==> src/afbe_pkg.sv <==
`default_nettype none
package afbe_pkg;

	localparam logic [7:0] START_DELIM = 8'h7E;
	localparam logic [7:0] ESC_BYTE    = 8'h7D;
	localparam logic [7:0] XON_BYTE    = 8'h11;
	localparam logic [7:0] XOFF_BYTE   = 8'h13;
	localparam logic [7:0] ESC_XOR     = 8'h20;
	localparam logic [7:0] CSUM_BASE   = 8'hFF;
	localparam logic [8:0] HEADER_LEN  = 9'd14;

	localparam logic [7:0] RST_FRAME_TYPE  = 8'd16;
	localparam logic [7:0] RST_FRAME_IDENT = 8'd150;
	localparam logic [7:0] RST_HOP_RADIUS  = 8'd0;
	localparam logic [7:0] RST_TX_OPTIONS  = 8'd0;

	typedef enum logic [1:0] {
		REG_FRAME_TYPE  = 2'd0,
		REG_FRAME_IDENT = 2'd1,
		REG_HOP_RADIUS  = 2'd2,
		REG_TX_OPTIONS  = 2'd3
	} cfg_reg_t;

	typedef enum logic {
		CMD_START   = 1'b0,
		CMD_PAYLOAD = 1'b1
	} cmd_t;

	typedef struct packed {
		logic        cmd;
		logic [63:0] dest_long;
		logic [15:0] dest_short;
		logic [7:0]  payload_count;
		logic [7:0]  data_byte;
	} in_word_t;

	typedef struct packed {
		logic [7:0] out_byte;
		logic       run_last;
		logic       frame_last;
	} out_word_t;

	typedef struct packed {
		logic [7:0] frame_type;
		logic [7:0] frame_ident;
		logic [7:0] hop_radius;
		logic [7:0] tx_options;
	} cfg_regs_t;

	// classified item passed from front to back
	typedef struct packed {
		logic        is_start;
		logic        close;
		logic [63:0] dest_long;
		logic [15:0] dest_short;
		logic [7:0]  payload_count;
		logic [7:0]  data_byte;
	} entry_t;

endpackage
`default_nettype wire

==> src/afbe_front.sv <==
`default_nettype none
module afbe_front (
	input  wire logic              clk,
	input  wire logic              arst_n,
	input  wire logic              in_valid,
	output logic                   in_ready,
	input  wire afbe_pkg::in_word_t in_data,
	output logic                   push,
	output afbe_pkg::entry_t       push_entry,
	input  wire logic              q_full
);
	import afbe_pkg::*;

	logic       frame_open_q;
	logic [7:0] bytes_left_q;
	logic       accept;
	logic       is_start;
	logic       live_payload;

	assign in_ready     = !q_full;
	assign accept       = in_valid && in_ready;
	assign is_start     = (in_data.cmd == CMD_START);
	assign live_payload = frame_open_q && (bytes_left_q != 8'd0);
	assign push         = accept && (is_start || live_payload);

	always_comb begin
		push_entry.is_start      = is_start;
		push_entry.close         = is_start ? (in_data.payload_count == 8'd0)
		                                    : (bytes_left_q == 8'd1);
		push_entry.dest_long     = in_data.dest_long;
		push_entry.dest_short    = in_data.dest_short;
		push_entry.payload_count = in_data.payload_count;
		push_entry.data_byte     = in_data.data_byte;
	end

	always_ff @(posedge clk or negedge arst_n) begin
		if (!arst_n) begin
			frame_open_q <= 1'b0;
			bytes_left_q <= 8'd0;
		end else if (accept) begin
			if (is_start) begin
				frame_open_q <= (in_data.payload_count != 8'd0);
				bytes_left_q <= in_data.payload_count;
			end else if (live_payload) begin
				bytes_left_q <= bytes_left_q - 8'd1;
				if (bytes_left_q == 8'd1) begin
					frame_open_q <= 1'b0;
				end
			end
		end
	end

endmodule
`default_nettype wire

==> src/afbe_queue.sv <==
`default_nettype none
module afbe_queue (
	input  wire logic             clk,
	input  wire logic             arst_n,
	input  wire logic             push,
	input  wire afbe_pkg::entry_t push_entry,
	output logic                  full,
	input  wire logic             pop,
	output logic                  q_valid,
	output afbe_pkg::entry_t      q_entry
);
	import afbe_pkg::*;

	localparam int DEPTH = 2;
	localparam int PW    = $clog2(DEPTH);

	entry_t        mem_q [DEPTH];
	logic [PW-1:0] wr_ptr_q;
	logic [PW-1:0] rd_ptr_q;
	logic [PW:0]   count_q;

	assign full    = (count_q == (PW+1)'(DEPTH));
	assign q_valid = (count_q != '0);
	assign q_entry = mem_q[rd_ptr_q];

	always_ff @(posedge clk) begin
		if (push) begin
			mem_q[wr_ptr_q] <= push_entry;
		end
	end

	always_ff @(posedge clk or negedge arst_n) begin
		if (!arst_n) begin
			wr_ptr_q <= '0;
			rd_ptr_q <= '0;
			count_q  <= '0;
		end else begin
			if (push) begin
				wr_ptr_q <= wr_ptr_q + 1'b1;
			end
			if (pop) begin
				rd_ptr_q <= rd_ptr_q + 1'b1;
			end
			if (push && !pop) begin
				count_q <= count_q + 1'b1;
			end else if (pop && !push) begin
				count_q <= count_q - 1'b1;
			end
		end
	end

endmodule
`default_nettype wire

==> src/afbe_back.sv <==
`default_nettype none
module afbe_back (
	input  wire logic                clk,
	input  wire logic                arst_n,
	input  wire afbe_pkg::cfg_regs_t cfg,
	input  wire logic                q_valid,
	input  wire afbe_pkg::entry_t    q_entry,
	output logic                     pop,
	output logic                     out_valid,
	input  wire logic                out_ready,
	output afbe_pkg::out_word_t      out_data
);
	import afbe_pkg::*;

	localparam logic [4:0] POS_DELIM    = 5'd0;
	localparam logic [4:0] POS_LEN_HI   = 5'd1;
	localparam logic [4:0] POS_LEN_LO   = 5'd2;
	localparam logic [4:0] POS_TYPE     = 5'd3;
	localparam logic [4:0] POS_IDENT    = 5'd4;
	localparam logic [4:0] POS_LONG0    = 5'd5;
	localparam logic [4:0] POS_LONG7    = 5'd12;
	localparam logic [4:0] POS_SHORT_HI = 5'd13;
	localparam logic [4:0] POS_SHORT_LO = 5'd14;
	localparam logic [4:0] POS_RADIUS   = 5'd15;
	localparam logic [4:0] POS_OPTIONS  = 5'd16;
	localparam logic [4:0] POS_DATA     = 5'd17;
	localparam logic [4:0] POS_CSUM     = 5'd18;

	entry_t     cur_q;
	logic       busy_q;
	logic [4:0] pos_q;
	logic       esc_q;
	logic [7:0] sum_q;
	out_word_t  out_q;
	logic       out_valid_q;

	logic [8:0] len;
	logic [4:0] long_sel;
	logic [7:0] raw;
	logic       need_esc;
	logic       final_byte;
	logic       last_pos;
	logic       is_data;
	logic       adv;
	logic       item_done;
	logic       load;
	logic [4:0] pos_next;
	logic [7:0] sum_next;
	out_word_t  word;

	assign len      = {1'b0, cur_q.payload_count} + HEADER_LEN;
	assign long_sel = POS_LONG7 - pos_q;

	always_comb begin
		case (pos_q) inside
			POS_DELIM:            raw = START_DELIM;
			POS_LEN_HI:           raw = {7'd0, len[8]};
			POS_LEN_LO:           raw = len[7:0];
			POS_TYPE:             raw = cfg.frame_type;
			POS_IDENT:            raw = cfg.frame_ident;
			[POS_LONG0:POS_LONG7]: raw = cur_q.dest_long[{long_sel[2:0], 3'd0} +: 8];
			POS_SHORT_HI:         raw = cur_q.dest_short[15:8];
			POS_SHORT_LO:         raw = cur_q.dest_short[7:0];
			POS_RADIUS:           raw = cfg.hop_radius;
			POS_OPTIONS:          raw = cfg.tx_options;
			POS_DATA:             raw = cur_q.data_byte;
			POS_CSUM:             raw = CSUM_BASE - sum_q;
			default:              raw = 8'd0;
		endcase
	end

	assign need_esc   = (pos_q != POS_DELIM) &&
	                    (raw == START_DELIM || raw == ESC_BYTE ||
	                     raw == XON_BYTE || raw == XOFF_BYTE);
	assign final_byte = !need_esc || esc_q;
	assign last_pos   = (pos_q == POS_CSUM) ||
	                    (((pos_q == POS_OPTIONS) || (pos_q == POS_DATA)) && !cur_q.close);
	assign is_data    = (pos_q >= POS_TYPE) && (pos_q <= POS_DATA);
	assign adv        = busy_q && (!out_valid_q || out_ready);
	assign item_done  = adv && final_byte && last_pos;
	assign load       = q_valid && (!busy_q || item_done);
	assign pop        = load;
	assign pos_next   = ((pos_q == POS_OPTIONS) || (pos_q == POS_DATA)) ? POS_CSUM
	                                                                    : pos_q + 5'd1;

	always_comb begin
		sum_next = sum_q;
		if (adv && final_byte) begin
			if (is_data) begin
				sum_next = sum_q + raw;
			end else if (pos_q == POS_CSUM) begin
				sum_next = 8'd0;
			end
		end
		if (load && q_entry.is_start) begin
			sum_next = 8'd0;
		end
	end

	always_comb begin
		if (need_esc && !esc_q) begin
			word.out_byte = ESC_BYTE;
		end else if (esc_q) begin
			word.out_byte = raw ^ ESC_XOR;
		end else begin
			word.out_byte = raw;
		end
		word.run_last   = final_byte && last_pos;
		word.frame_last = final_byte && (pos_q == POS_CSUM);
	end

	always_ff @(posedge clk) begin
		if (load) begin
			cur_q <= q_entry;
		end
		if (adv) begin
			out_q <= word;
		end
	end

	always_ff @(posedge clk or negedge arst_n) begin
		if (!arst_n) begin
			busy_q      <= 1'b0;
			pos_q       <= POS_DELIM;
			esc_q       <= 1'b0;
			sum_q       <= 8'd0;
			out_valid_q <= 1'b0;
		end else begin
			sum_q <= sum_next;
			if (load) begin
				busy_q <= 1'b1;
				pos_q  <= q_entry.is_start ? POS_DELIM : POS_DATA;
				esc_q  <= 1'b0;
			end else if (item_done) begin
				busy_q <= 1'b0;
				esc_q  <= 1'b0;
			end else if (adv) begin
				if (final_byte) begin
					pos_q <= pos_next;
					esc_q <= 1'b0;
				end else begin
					esc_q <= 1'b1;
				end
			end
			if (adv) begin
				out_valid_q <= 1'b1;
			end else if (out_ready) begin
				out_valid_q <= 1'b0;
			end
		end
	end

	assign out_valid = out_valid_q;
	assign out_data  = out_q;

endmodule
`default_nettype wire

==> src/api_frame_builder_escaped.sv <==
// Transmit-request frame builder with byte escaping.
// in channel (in_valid/in_ready/in_data): cmd 0 opens a frame with the long
// and short destinations and the payload count; cmd 1 carries one payload
// byte. Payload words with no open frame are taken and dropped.
// out channel (out_valid/out_ready/out_data): one serial byte per word,
// escaped, with run_last on the last byte of an input word and frame_last
// on the final checksum byte.
// cfg channel (cfg_valid/cfg_ready/cfg_addr/cfg_data): always ready; writes
// frame type, frame id, radius and options. Write only while idle.
// A front stage tracks the open frame and filters input words into a
// two-entry queue; the back sequencer emits one byte per cycle into an
// output register unless the receiver stalls. An input word passes the
// queue and the sequencer's loaded entry before its first byte is valid;
// the queue takes new words while the sequencer is busy with an earlier one.
// Reset clears the frame state, the queue and the output; config registers
// take their defaults. A stalled receiver holds the output word and, once
// the queue fills, drops in_ready.
`default_nettype none
module api_frame_builder_escaped (
	input  wire logic                clk,
	input  wire logic                arst_n,
	input  wire logic                in_valid,
	output logic                     in_ready,
	input  wire afbe_pkg::in_word_t  in_data,
	output logic                     out_valid,
	input  wire logic                out_ready,
	output afbe_pkg::out_word_t      out_data,
	input  wire logic                cfg_valid,
	output logic                     cfg_ready,
	input  wire afbe_pkg::cfg_reg_t  cfg_addr,
	input  wire logic [7:0]          cfg_data
);
	import afbe_pkg::*;

	cfg_regs_t cfg_q;
	logic      push;
	entry_t    push_entry;
	logic      q_full;
	logic      pop;
	logic      q_valid;
	entry_t    q_entry;

	assign cfg_ready = 1'b1;

	always_ff @(posedge clk or negedge arst_n) begin
		if (!arst_n) begin
			cfg_q.frame_type  <= RST_FRAME_TYPE;
			cfg_q.frame_ident <= RST_FRAME_IDENT;
			cfg_q.hop_radius  <= RST_HOP_RADIUS;
			cfg_q.tx_options  <= RST_TX_OPTIONS;
		end else if (cfg_valid && cfg_ready) begin
			case (cfg_addr)
				REG_FRAME_TYPE:  cfg_q.frame_type  <= cfg_data;
				REG_FRAME_IDENT: cfg_q.frame_ident <= cfg_data;
				REG_HOP_RADIUS:  cfg_q.hop_radius  <= cfg_data;
				REG_TX_OPTIONS:  cfg_q.tx_options  <= cfg_data;
				default: ;
			endcase
		end
	end

	afbe_front u_front (
		.clk        (clk),
		.arst_n     (arst_n),
		.in_valid   (in_valid),
		.in_ready   (in_ready),
		.in_data    (in_data),
		.push       (push),
		.push_entry (push_entry),
		.q_full     (q_full)
	);

	afbe_queue u_queue (
		.clk        (clk),
		.arst_n     (arst_n),
		.push       (push),
		.push_entry (push_entry),
		.full       (q_full),
		.pop        (pop),
		.q_valid    (q_valid),
		.q_entry    (q_entry)
	);

	afbe_back u_back (
		.clk       (clk),
		.arst_n    (arst_n),
		.cfg       (cfg_q),
		.q_valid   (q_valid),
		.q_entry   (q_entry),
		.pop       (pop),
		.out_valid (out_valid),
		.out_ready (out_ready),
		.out_data  (out_data)
	);

endmodule
`default_nettype wire

==> config.mk <==
export PLATFORM = sky130hd
export DESIGN_NAME = api_frame_builder_escaped
export DESIGN_NICKNAME = d
export VERILOG_FILES = /design/src/afbe_pkg.sv /design/src/afbe_front.sv /design/src/afbe_queue.sv /design/src/afbe_back.sv /design/src/api_frame_builder_escaped.sv
export SDC_FILE = /design/constraint.sdc
export NUM_CORES = 1
export LEC_CHECK = 0
export ABC_AREA = 1
export ABC_CLOCK_PERIOD_IN_PS = 5500
export BUFFER_PORTS_ARGS = -buffer_cell sky130_fd_sc_hd__buf_4
export CORE_MARGIN = 2
export CORE_UTILIZATION = 50
export DETAILED_ROUTE_END_ITERATION = 7
export PLACE_DENSITY = 0.68
export SLEW_MARGIN = 0
export SYNTH_ARGS = -nofsm -noshare
export SYNTH_HDL_FRONTEND = slang
export SYNTH_SLANG_ARGS = --single-unit
==> constraint.sdc <==
create_clock -name clk -period 5.5 [get_ports clk]
set_input_delay 1.375 -clock clk [delete_from_list [all_inputs] [get_ports clk]]
set_output_delay 1.375 -clock clk [all_outputs]
set_load 0.005 [all_outputs]
==> impl_metrics.yaml <==
critical_path:
  worst_setup_path_start_kind: "flop"
  critical_path.endpoint_type: "flop"
  cp_slowest_stage_delay_ns: 0.55
  critical-path-slowest-cell: "sky130_fd_sc_hd__clkinv_2"
  critPathMaxFanout: 32
  path_class: "flop to flop"
  worst_ep_required_time_ns: 5.78
  critPathArrivalTime_ns: 5.25
  cp_dominant_cell_by_count: "sky130_fd_sc_hd__nand2_1"
synthesis:
  yosys_warnings: 0
  synth-seq-area-share_pct: 67.9
  synthDominantCellAreaShare_pct: 58.1
  synth_top_family_by_area: "simple AND/OR/NAND/NOR gates"
  yosys-top-cells-area: "sky130_fd_sc_hd__edfxtp_1, sky130_fd_sc_hd__nand2_1, sky130_fd_sc_hd__dfrtp_1, sky130_fd_sc_hd__inv_1, sky130_fd_sc_hd__o21ai_0"
  synth.ff_latch_count: 364
  postSynthAreaPerCell_sq_um: 10.6
  synth-compound-area-share_pct: 5.12
  postSynthNetCount: 1605
  synth_simple_gate_area_share_pct: 19.7
  synthAdderAreaFrac_pct: 1.49
  yosys.area_share.xor_xnor_pct: 0.672
  syn-cell-area_sq_um: 15700
  post_synth_mux_area_share_pct: 0.0640
  synth.distinct_cells: 49
  post_synth_inst_count: 1475
  post-synth-top-area-cell: "sky130_fd_sc_hd__edfxtp_1"
clock_network:
  post-cts-setup-buffers: 0
  cts.path.max_buffers: 3
  cts.hold.buffers_added: 0
  htree_levels: 2
  cts-buffers-inserted: 39
  clock-sinks: 364
  clkLatencyLatePin_ns: 0.55
  cts_tree: "yes"
  clk_root_buffer_cell: "sky130_fd_sc_hd__clkbuf_16"
  post_cts_resize_count: 0
  clk_transition_reported_paths_ns: 0.06
floorplan:
  die_area_sq_um: 32700
  vert_die_dim_um: 181
  core_area_sq_um: 30700
  floorplan.initialDensity_pct: 51.0
  die_w_um: 181
  floorplan.rows: 64
  io_pins: 125
placement:
  placedCellCount: 1956
  numPortBuffers: 123
  detailed_place_hpwl_mm: 24.6
  gp_congestion: 0.960
cells_and_area:
  layout.cells.non_filler: 2026
  filler_cell_count: 2514
  flow.area_growth_from_synthesis_pct: 16.5
  num_antenna_cells: 0
  finalNetCount: 1731
  layout-drive-gt1-share_pct: 15.5
job:
  max-cap-violations: 0
hold_path:
  hold_path.class: "flop to flop"
timing:
  layout_min_cycle_time_ns: 4.96
  rsz0062_at_grt: "no"
  fmaxAchievable_mhz: 201
  final.period_utilization_pct: 90.3
  worst_clock_skew_ns: 0.0200
  setup_viol: 0
  relSlewSlack_pct: 29.2
  finalHoldViolations: 0
  final.setup.tns_ns: 0
  final-max-slew-violation-count: 0
  worst_pin_slew_ns: 1.06
pwr:
  peakVddDrop_v: 0.000318
  power.density_cell_area_nw_per_um2: 585
  cellLeakagePower_nw: 7.83
grt:
  first_pass_grt_wire_length_mm: 56.2
  grt_pass1_vias: 10400
  pin_count_of_the_biggest_net_entering_global_routing: 91
  grtUsageTotal_pct: 21.9
  initial_antenna_violation_count: 0
  grt.overflow.total: 0
drt:
  drt-pass1-iter-count: 6
  antenna_left: 0
  avgRoutedWirePerCell_um: 17.4
  num_vias: 10500
  via_per_inst: 5.18
  drc: 0
  drt-total-wl_mm: 35.3
  detailedRoute.firstIterationViolations: 891
run_status:
  status: "finished clean"
per-layer routing:
layer	track usage (%)	vias to the layer above	wire length [um]
met4	6.77	0	960
met5	0	-	0
met3	4.60	69	2110
li1	-	5125	-
met1	28.8	4997	15100
met2	36.8	300	17100
Yosys cell counts, drive strengths merged:
master and n:
a21boi 2, a21oi 29, a22o 2, a22oi 3, a2bb2oi 1, a31oi 1
and2 1, buf 23, clkbuf 28, clkinv 2, conb 1, dfrtp 56
dfstp 5, edfxtp 303, fa 1, ha 17, inv 136, mux2i 1
nand2 592, nand3 60, nand3b 1, nand4 10, nor2 66, nor3 4
nor4 2, o211ai 6, o21ai 96, o21bai 2, o22ai 4, o311ai 1
o31ai 1, or2 6, xnor2 5, xor2 7
path summary, 6_finish.rpt:
| check | slack (ns) | from | cells past startpoint | to |
|---|---|---|---|---|
| max in group asynchronous | 3.93 | arst_n | 1 | u_queue.rd_ptr_q$_DFFE_PN0N_ |
| worst max-delay path | 0.54 | u_back.pos_q[1]$_DFFE_PN0P_ | 26 | u_back.cur_q[28]$_DFFE_PN_ |
| min in group asynchronous | 0.93 | arst_n | 1 | u_back.sum_q[7]$_DFFE_PN0P_ |
| worst max register to register | 0.54 | u_back.pos_q[1]$_DFFE_PN0P_ | 26 | u_back.cur_q[28]$_DFFE_PN_ |
| worst min-delay path | 0.49 | cfg_q[21]$_DFFE_PN0P_ | 2 | cfg_q[21]$_DFFE_PN0P_ |
| worst min register to register | 0.49 | cfg_q[21]$_DFFE_PN0P_ | 2 | cfg_q[21]$_DFFE_PN0P_ |
cells by family after synthesis:
family / count (synthesis)
simple gates: 742
flops: 364
buf+inv: 189
compound gates: 148
fa+ha+maj: 18
xor+xnor: 12
other cells: 1
mux: 1
through the flow:
| stage | hold slack (ns) | util (%) | setup slack, ns | cell area, sq um | power [W] |
|---|---|---|---|---|---|
| floorplan | 0.446 | - | 0.262 | 15700 | 0.00694 |
| global placement | 0.467 | 55.3 | 0.666 | 17000 | 0.00808 |
| detailed placement | 0.474 | 55.3 | 0.570 | 17000 | 0.00812 |
| CTS | 0.489 | 59.4 | 0.551 | 18200 | 0.0107 |
| global route | 0.498 | 59.4 | 0.0658 | 18200 | 0.0114 |
| finish | 0.485 | 59.4 | 0.536 | 18200 | 0.0107 |
registers in the layout, indices dropped and copies added, names as in the netlist:
register and count:
u_queue.mem_q 196, u_back.cur_q 97, cfg_q 32, u_back.out_data 10, u_back.sum_q 8, u_front.bytes_left_q 8
u_back.pos_q 5, u_queue.count_q 2, u_back.busy_q 1, u_back.esc_q 1, u_back.out_valid 1, u_front.frame_open_q 1
u_queue.rd_ptr_q 1, u_queue.wr_ptr_q 1
layout by cell type, fill, tap and decap left out, types with 4 or more instances in the layout:
cell type	Yosys	routed
sky130_fd_sc_hd__o21ai_1	12	12
sky130_fd_sc_hd__a21oi_1	28	28
sky130_fd_sc_hd__o211ai_1	6	6
sky130_fd_sc_hd__nand3_1	56	56
sky130_fd_sc_hd__nor2_4	6	8
sky130_fd_sc_hd__clkbuf_16	0	39
sky130_fd_sc_hd__nand2_4	6	6
sky130_fd_sc_hd__clkbuf_8	0	4
sky130_fd_sc_hd__clkinv_1	2	11
sky130_fd_sc_hd__ha_1	17	17
sky130_fd_sc_hd__edfxtp_1	303	303
sky130_fd_sc_hd__nand2_1	572	572
sky130_fd_sc_hd__buf_4	5	133
sky130_fd_sc_hd__o21ai_0	84	84
sky130_fd_sc_hd__nor2_1	57	55
sky130_fd_sc_hd__xor2_1	7	7
sky130_fd_sc_hd__dfrtp_1	56	55
sky130_fd_sc_hd__clkinv_2	0	7
sky130_fd_sc_hd__dfstp_2	5	5
sky130_fd_sc_hd__o22ai_1	4	4
sky130_fd_sc_hd__xnor2_1	5	5
sky130_fd_sc_hd__nand2_2	14	14
sky130_fd_sc_hd__nand4_1	10	10
sky130_fd_sc_hd__inv_1	123	122
sky130_fd_sc_hd__inv_2	13	13
report_power, final:
group          total (W)  internal [W]  leakage [nW]  switching (W)
clock network    0.00258       0.00151         0.626        0.00107
registers        0.00418       0.00390          3.53       0.000281
logic            0.00390       0.00121          3.66        0.00269
total             0.0107       0.00662          7.83        0.00404
area by class of cell:
cell class	instances	area, sq um	area share, %
Timing Repair Buffer	136	1060	5.81
Tap cell	396	495	2.72
Clock buffer	46	1040	5.72
Multi-Input combinational cell	922	4260	23.3
Sequential cell	364	10600	58.3
Inverter	138	519	2.85
Clock inverter	24	225	1.24
critical path: cells and delay by family, from the launching register on:
kind	cells	cell delay [ns]
AND/OR/NAND/NOR	18	1.66
buffers and inverters	5	1.54
adder cells (fa/ha/maj)	2	0.87
flip-flops	1	0.44
AO/OA/AOI/OAI	1	0.18
(Power assumes the default switching activity.)
